**config.mk**
```make
export PLATFORM = sky130hd
export DESIGN_NAME = ple_cell
export DESIGN_NICKNAME = d
export VERILOG_FILES = /design/src/rtl/core/ple_pkg.sv /design/src/rtl/core/ple_cell.sv
export SDC_FILE = /design/constraint.sdc
export NUM_CORES = 1
export LEC_CHECK = 0
export BUFFER_PORTS_ARGS = -buffer_cell sky130_fd_sc_hd__buf_2
export CAP_MARGIN = 25
export CORE_MARGIN = 2
export CORE_UTILIZATION = 43
export DETAILED_ROUTE_END_ITERATION = 16
export HOLD_SLACK_MARGIN = 0.06
export PLACE_DENSITY = 0.81
export SYNTH_ARGS = -nofsm -noshare
export SYNTH_HDL_FRONTEND = slang
export SYNTH_SLANG_ARGS = --single-unit
```
**constraint.sdc**
```tcl
create_clock -name clk -period 2.7 [get_ports clk]
set_input_delay 0.405 -clock clk [delete_from_list [all_inputs] [get_ports clk]]
set_output_delay 0.405 -clock clk [all_outputs]
set_load 0.02 [all_outputs]
```
**src/rtl/core/ple_pkg.sv**
```systemverilog
// ---------------------------------------------------------------------------
// ple_pkg
// Shared constants, codes and types of the positional list engine.
// ---------------------------------------------------------------------------
package ple_pkg;

    localparam int CAPACITY   = 64;
    localparam int DATA_WIDTH = 32;
    localparam int IDX_W      = $clog2(CAPACITY);
    localparam int CNT_W      = $clog2(CAPACITY + 1);
    localparam int ACT_W      = 3;
    localparam int POS_W      = 7;
    localparam int STAT_W     = 2;

    // Action codes
    typedef enum logic [ACT_W-1:0] {
        ACT_INSERT = 3'd0,
        ACT_GET    = 3'd1,
        ACT_SET    = 3'd2,
        ACT_REMOVE = 3'd3,
        ACT_RM_VAL = 3'd4,
        ACT_FIND   = 3'd5
    } action_t;

    // Result status codes
    localparam logic [STAT_W-1:0] ST_OK     = 2'd0;
    localparam logic [STAT_W-1:0] ST_RANGE  = 2'd1;
    localparam logic [STAT_W-1:0] ST_FULL   = 2'd2;
    localparam logic [STAT_W-1:0] ST_ABSENT = 2'd3;

    // Control broadcast to every cell of the row
    typedef struct packed {
        logic                  probe;       // latch per-cell match against probe_word
        logic [DATA_WIDTH-1:0] probe_word;
        logic [CNT_W-1:0]      count;
        logic                  search;      // mark from match chain, not from position
        logic [POS_W-1:0]      pos;
        logic [DATA_WIDTH-1:0] write_word;
        logic                  do_ins;
        logic                  do_set;
        logic                  do_rem;
    } cell_ctrl_t;

endpackage

```
**src/rtl/core/ple_cell.sv**
```systemverilog
// ---------------------------------------------------------------------------
// ple_cell
// One list slot: holds an entry, matches it against a probe word and
// shifts towards either neighbour on insert or removal.
// ---------------------------------------------------------------------------
module ple_cell
(
    input  logic                             clk,
    input  logic                             rst_n,
    input  logic [ple_pkg::IDX_W-1:0]        cell_idx,
    input  ple_pkg::cell_ctrl_t              ctrl,
    input  logic [ple_pkg::DATA_WIDTH-1:0]   left_data,
    input  logic [ple_pkg::DATA_WIDTH-1:0]   right_data,
    input  logic                             seen_in,
    input  logic                             mark_in,
    output logic [ple_pkg::DATA_WIDTH-1:0]   entry,
    output logic                             seen_out,
    output logic                             mark_out,
    output logic                             target
);

    logic [ple_pkg::DATA_WIDTH-1:0] entry_reg;
    logic [ple_pkg::DATA_WIDTH-1:0] entry_next;
    logic                           hit_reg;
    logic                           hit_next;
    logic                           in_use;
    logic                           pos_mark;

    assign in_use = {1'b0, cell_idx} < ctrl.count;

    // Match latched at the probe so the chain below starts from a flop
    always_comb
    begin
        hit_next = hit_reg;
        if (ctrl.probe)
        begin
            hit_next = in_use && (entry_reg == ctrl.probe_word);
        end
    end

    // Match chain: seen means some cell at or before this one matched
    assign seen_out = seen_in | hit_reg;
    assign pos_mark = ple_pkg::POS_W'(cell_idx) >= ctrl.pos;
    assign mark_out = ctrl.search ? seen_out : pos_mark;
    assign target   = mark_out & ~mark_in;

    // Entry update
    always_comb
    begin
        entry_next = entry_reg;
        priority if (ctrl.do_ins && target)
        begin
            entry_next = ctrl.write_word;
        end
        else if (ctrl.do_ins && mark_out)
        begin
            entry_next = left_data;
        end
        else if (ctrl.do_set && target)
        begin
            entry_next = ctrl.write_word;
        end
        else if (ctrl.do_rem && mark_out)
        begin
            entry_next = right_data;
        end
        else
        begin
            entry_next = entry_reg;
        end
    end

    // Entries reset to zero: slots past the length must read as zero
    always_ff @(posedge clk or negedge rst_n)
    begin
        if (!rst_n)
        begin
            entry_reg <= '0;
            hit_reg   <= 1'b0;
        end
        else
        begin
            entry_reg <= entry_next;
            hit_reg   <= hit_next;
        end
    end

    assign entry = entry_reg;

endmodule

```
==> results.yml, run 1 <==
power:
  leakage_nw: 1.98
  power_density_mw_per_mm2: 470
  ir_drop_uv: 239
yosys:
  synth_area_per_cell_um2: 9.36
  synthArstFlopShare: 1.00
  ys.flop_type: "dfrtp_1"
  synth_edf_count: 0
  syn_area_mm2: 0.00298
  synth_top_area_share: 0.278
  ys_warn_count: 0
  synth_top_cell_by_area: "dfrtp_1"
  ys_ff_latch: 33
  ys_types: 36
  yosys-top-cells-area: "dfrtp_1, mux2_2, o32ai_1"
  netlist_instances: 318
  ys_seq_area_frac: 0.278
  syn_nets: 486
critical_path:
  crit_type: "primary input to output port"
  critPathLaunchType: "primary input"
  cp_slowest_stage_delay_ps: 450
  cp_max_fo: 4
  worstPathCellList: "buf_2, inv_1, ha_1, nand2b_1, a2111o_1, a211oi_4, or2_1, nor2_1, buf_2"
  critPathCaptureType: "output port"
  cp_data_required_time_ps: 2300
  critPathSlowestCell: "a2111o_1"
  crit_path_frequent_cell: "buf_2"
  cp.arrival_ps: 2090
floorplan:
  die-area_mm2: 0.00760
  std_cell_rows: 30
  die_h_um: 87.2
  dieWidth_um: 87.2
  core_mm2: 0.00676
  initial_core_util: 0.440
  ios: 192
sta:
  min_period_ps: 2490
  fin_tns_setup_ps: 0
  max_freq_mhz: 401
  fin_crit_sh: 0.923
  max_slew_margin: 0.486
  setup_violations: 0
  rsz0062_at_grt: "false"
  skew_ps: 2.45
  tightestPinTransition_ps: 771
  finalHoldViolCount: 0
  timing.hold.ws_ps: 206
  slew_violations: 0
route:
  drt_iter0_drc: 128
  drc: 0
  drt_first_pass_iters: 4
  finalWirelength_um: 10300
  dr_total_vias: 3300
  wl_per_cell_um: 17.7
  viasPerCell: 5.68
  ant_nets: 0
cts:
  numCtsBuffers: 5
  clkSinkCount: 33
  clkLatencyLatePin_ps: 270
  cts_root_buf: "clkbuf_8"
  tritoncts: "yes"
  cts_setup_buffers: 0
  clockBufferDepth: 2
  htree_levels: 2
  holdBufCountCts: 0
  path_clk_slew_ps: 70
  cts_resized: 0
placement:
  dpl.hpwl_um: 8140
  port_buffers: 191
  place_congestion: 0.811
finish:
  largest_reg_flops: 32
  areaGrowthSynthToFinish_pct: 37.3
  num-nets-final: 669
  drive_gt1_frac: 0.535
  num_antenna_cells: 0
flow_run:
  drv_cap: 0
hold_path:
  hold_class: "primary input to asynchronous set/reset pin"
grt:
  grt_pass1_wl_um: 15400
  grt_overflow: 0
  grt_start_max_net_pins: 34
  antenna_found_initial: 0
  grt_pass1_vias: 3324
  grt_usage: 0.259
run_status:
  status: "finished clean"
-- layout make-up --
cell class | count | area [um^2]
inverters | 17 | 63.8
repair buffers | 203 | 1050
clock buffers | 7 | 86.3
multi-input cells | 241 | 1960
flip-flops and latches | 33 | 826
fillers | 613 | 2670
well taps | 80 | 100
-- critical path: cells and delay by family --
| family | cells | cell delay [ps] |
|---|---|---|
| buffers and inverters | 3 | 290 |
| adders and majority gates | 1 | 270 |
| and+or+nand+nor | 3 | 390 |
| AOI/OAI and AO/OA | 2 | 730 |
-- cells in the mapped netlist (2+ instances only) --
| cell type | instances |
|---|---|
| mux2_2 | 58 |
| dfrtp_1 | 33 |
| o32ai_1 | 32 |
| o21ai_0 | 31 |
| o21ai_1 | 30 |
| xor2_1 | 28 |
| inv_1 | 17 |
| clkbuf_1 | 16 |
| ha_1 | 11 |
| nand2_1 | 7 |
| buf_2 | 6 |
| nor4_1 | 6 |
| a21oi_1 | 5 |
| nor2_1 | 5 |
| buf_4 | 4 |
| xnor2_1 | 4 |
| mux2_1 | 2 |
| mux2i_1 | 2 |
| nand2b_1 | 2 |
| nand4_1 | 2 |
| or2_1 | 2 |
-- metal layers --
| layer | vias up | share of wire | GRT usage |
|---|---|---|---|
| li1 | 1560 | - | - |
| met1 | 1583 | 0.40 | 0.307 |
| met2 | 145 | 0.52 | 0.478 |
| met3 | 12 | 0.064 | 0.0464 |
| met4 | 0 | 0.012 | 0.0713 |
| met5 | - | 0 | 0 |
-- placed cells by master (no fill, tap or decap), drive strengths merged --
master   instances
nor4             6
or4              1
o32ai           32
o21bai           1
mux2            60
or2              2
a211oi           2
xor2            28
buf            203
o22ai            1
nand3b           1
a21oi            5
nor2b            1
dfrtp           33
nand3            1
inv             17
nor2             5
xnor2            4
mux2i            2
o2bb2ai          1
and2             1
nand2            7
a2111oi          1
o21ai           61
clkbuf           7
ha              11
o211ai           1
nand4            2
nand2b           2
a21boi           1
a2111o           1
-- final timing paths --
path,startpoint,endpoint,slack (ps),cells past startpoint
hold / removal,rst_n,entry[19],210,1
setup reg to reg,entry[0],hit_reg,690,6
min in group clk,ctrl[82],hit_reg,340,2
max in group asynchronous,rst_n,entry[20],2010,1
setup / recovery,cell_idx[0],target,210,9
hold reg to reg,hit_reg,hit_reg,530,2
-- per-stage QoR --
stage               setup slack, ps  cell area, um^2  power (mW)   util  std cells
floorplan                       330             2980        1.19      -        318
global placement                257             4000        1.53  0.592        574
detailed placement              221             4000        1.56  0.592        574
CTS                             207             4080        1.93  0.604        581
global route                    150             4080        2.03  0.604        581
finish                          209             4080        1.92  0.604        581
-- power breakdown --
group	internal (mW)	switching, mW	leakage [nW]
logic	0.376	0.479	1.54
clock network	0.202	0.170	0.0443
registers	0.594	0.0982	0.393
total	1.17	0.747	1.98
-- kinds of logic (layout without fill, tap and decap cells) --
| family | after synthesis | in the layout | synth area share |
|---|---|---|---|
| buffers and inverters | 44 | 227 | 0.0656 |
| AND/OR/NAND/NOR | 29 | 29 | 0.0513 |
| XOR/XNOR | 32 | 32 | 0.0942 |
| multiplexers | 62 | 62 | 0.234 |
| AO/OA/AOI/OAI | 107 | 107 | 0.231 |
| adder cells (fa/ha/maj) | 11 | 11 | 0.0463 |
| flip-flops | 33 | 33 | 0.278 |
No activity file was read; power rests on OpenSTA's default activity.
==> run 2, diff against run 1 <==
Settings changed: ABC_AREA from default to 1, CORE_ASPECT_RATIO from default to 0.7, CORE_UTILIZATION 43 to 45, PLACE_DENSITY 0.81 to 0.83.
==> results.yml, run 2 <==
run_status:
  status: "finished clean"
finish:
  regArea_um2: 826
  final_area_mm2: 0.00424
  num-nets-final: 863
  fin_cells: 788
  multi_input_area_mm2: 0.00195
  largest_reg_flops: 32
  areaGrowthSynthToFinish_pct: 32.8
  mostFrequentLayoutCell: "buf_2"
  nFillCells: 680
  final_cell_mix: "buf_2, nand2_1, inv_1, o21ai_1, o21ai_0"
  num_antenna_cells: 0
  drive_gt1_frac: 0.318
cts:
  clkLatencyLatePin_ps: 280
  path_clk_slew_ps: 70
  cts_resized: 0
  numCtsBuffers: 5
  clockBufferDepth: 2
  cts_setup_buffers: 0
  holdBufCountCts: 0
  clkSinkCount: 33
  cts_root_buf: "clkbuf_8"
  htree_levels: 2
  tritoncts: "yes"
power:
  ir_drop_uv: 199
  power.total_mw: 2.00
  leakage_nw: 2.42
  power_density_mw_per_mm2: 471
floorplan:
  core_mm2: 0.00682
  die_h_um: 74.5
  std_cell_rows: 25
  dieWidth_um: 105
  initial_core_util: 0.468
  ios: 192
  die-area_mm2: 0.00780
yosys:
  yosys-top-cells-area: "dfrtp_1, nand2_1, o21ai_1"
  syn_nets: 685
  ys_types: 35
  ys.flop_type: "dfrtp_1"
  synth_edf_count: 0
  netlist_instances: 517
  synthArstFlopShare: 1.00
  syn_area_mm2: 0.00319
  ys_warn_count: 0
  synth_area_per_cell_um2: 6.18
  synth_top_area_share: 0.259
  ys_top_cells_by_count: "nand2_1, inv_1, o21ai_1, o21ai_0, nor2_1"
  synth_top_cell_by_area: "dfrtp_1"
  synth.most_common_cell: "nand2_1"
  ys_ff_latch: 33
  ys_seq_area_frac: 0.259
critical_path:
  cp_max_fo: 30
  rrSetupSlack_ps: 860
  cp_num_cells: 12
  critPathSlowestCell: "inv_2"
  critPathLaunchType: "primary input"
  cp_top_family: "simple AND/OR/NAND/NOR gates"
  path_buf_inv: 2
  worstReg2RegEnd: "entry[13]"
  worstReg2RegStart: "hit_reg"
  critPathLaunch: "cell_idx[2]"
  crit_type: "primary input to flip-flop"
  cp_data_required_time_ps: 2900
  reg2regPathDepth: 9
  cp.arrival_ps: 2400
  critPathCaptureType: "flip-flop"
  cp_slowest_stage_delay_ps: 480
  critical_path.endpoint: "entry[13]"
  worstPathCellList: "buf_2, ha_1, nand2_1, nor2_1, nand2_1, nand3_1, nor2_4, nor2_8, nand2_4, inv_2, nor2_1, o21ai_1"
sta:
  fin_ws_ps: 504
  min_period_ps: 2200
  skew_ps: 7.92
  fin_crit_sh: 0.813
  setup_violations: 0
  tightestPinTransition_ps: 752
  fin_tns_setup_ps: 0
  max_slew_margin: 0.499
  slew_violations: 0
  max_freq_mhz: 455
  finalHoldViolCount: 0
  rsz0062_at_grt: "false"
route:
  finalWirelength_um: 10300
  drt_first_pass_iters: 5
  drt_iter0_drc: 211
  ant_nets: 0
  drc: 0
  dr_total_vias: 3911
  viasPerCell: 4.96
  wl_per_cell_um: 13.1
placement:
  pre_cts_ws_ps: 232
  place_inst: 782
  dpl_cell_area_mm2: 0.00417
  dpl.hpwl_um: 8150
  place_congestion: 0.899
  port_buffers: 191
grt:
  grt_pass1_wl_um: 16000
  met2_usage: 0.447
  grt_pass1_vias: 3565
  antenna_found_initial: 0
  grt.busiest_layer: "met2"
  grt_overflow: 0
  grt_start_max_net_pins: 41
  grtUsageMet1: 0.344
  grt_use_met3: 0.0491
  grt_usage: 0.258
hold_path:
  hold_class: "primary input to asynchronous set/reset pin"
flow_run:
  drv_cap: 0
==> run 2: cell types whose count changed after synthesis, sizes merged, moves of 4 or more <==
cell and delta:
xnor2 +7, nand3 +9, xor2 -24, nand2 +129, mux2 -60, nor4 -4, nor3 +4, nor2 +50
clkbuf -9, inv +57, o21ai +66, o32ai -32, buf +7, nand4 +5
==> run 2: kinds of logic after synthesis <==
family                     synth area share
and+or+nand+nor                       0.297
AOI/OAI and AO/OA                     0.229
buffers and inverters                 0.131
DFF                                   0.259
xor gates and xnor gates             0.0411
adders and majority gates            0.0431
==> run 2: how the worst min path moves through the flow <==
| stage | end | slack [ps] |
|---|---|---|
| 2_1_floorplan | entry[0] | 110 |
| 3_3_place_gp | entry[28] | 510 |
| 3_5_place_dp | entry[15] | 510 |
| 4_1_cts | entry[28] | 210 |
| 5_1_grt | entry[28] | 240 |
| 6_report | entry[28] | 190 |
==> run 2: report_power, final <==
| group | internal [mW] | total (mW) | switching (mW) |
|---|---|---|---|
| clock | 0.169 | 0.335 | 0.165 |
| combinational | 0.373 | 0.940 | 0.567 |
| sequential | 0.606 | 0.720 | 0.115 |
==> run 2: final cells by class <==
cell class	instances	area share
Inverter	75	0.0664
Clock inverter	1	0.00118
Timing Repair Buffer	196	0.234
Tap cell	94	0.0277
Clock buffer	5	0.0162
Sequential cell	33	0.195
Multi-Input combinational cell	384	0.459
==> run 2: stage by stage <==
step | utilization | hold WS (ps)
5_1_grt | 0.622 | 242
3_3_place_gp | 0.611 | 509
3_5_place_dp | 0.611 | 510
2_1_floorplan | - | 109
6_report | 0.622 | 188
4_1_cts | 0.622 | 214
==> run 2: layer usage <==
| metal | share of wire | wire length [um] |
|---|---|---|
| met1 | 0.45 | 4670 |
| met4 | 0.011 | 110 |
| met5 | 0 | 0 |
| met3 | 0.084 | 866 |
| met2 | 0.45 | 4660 |
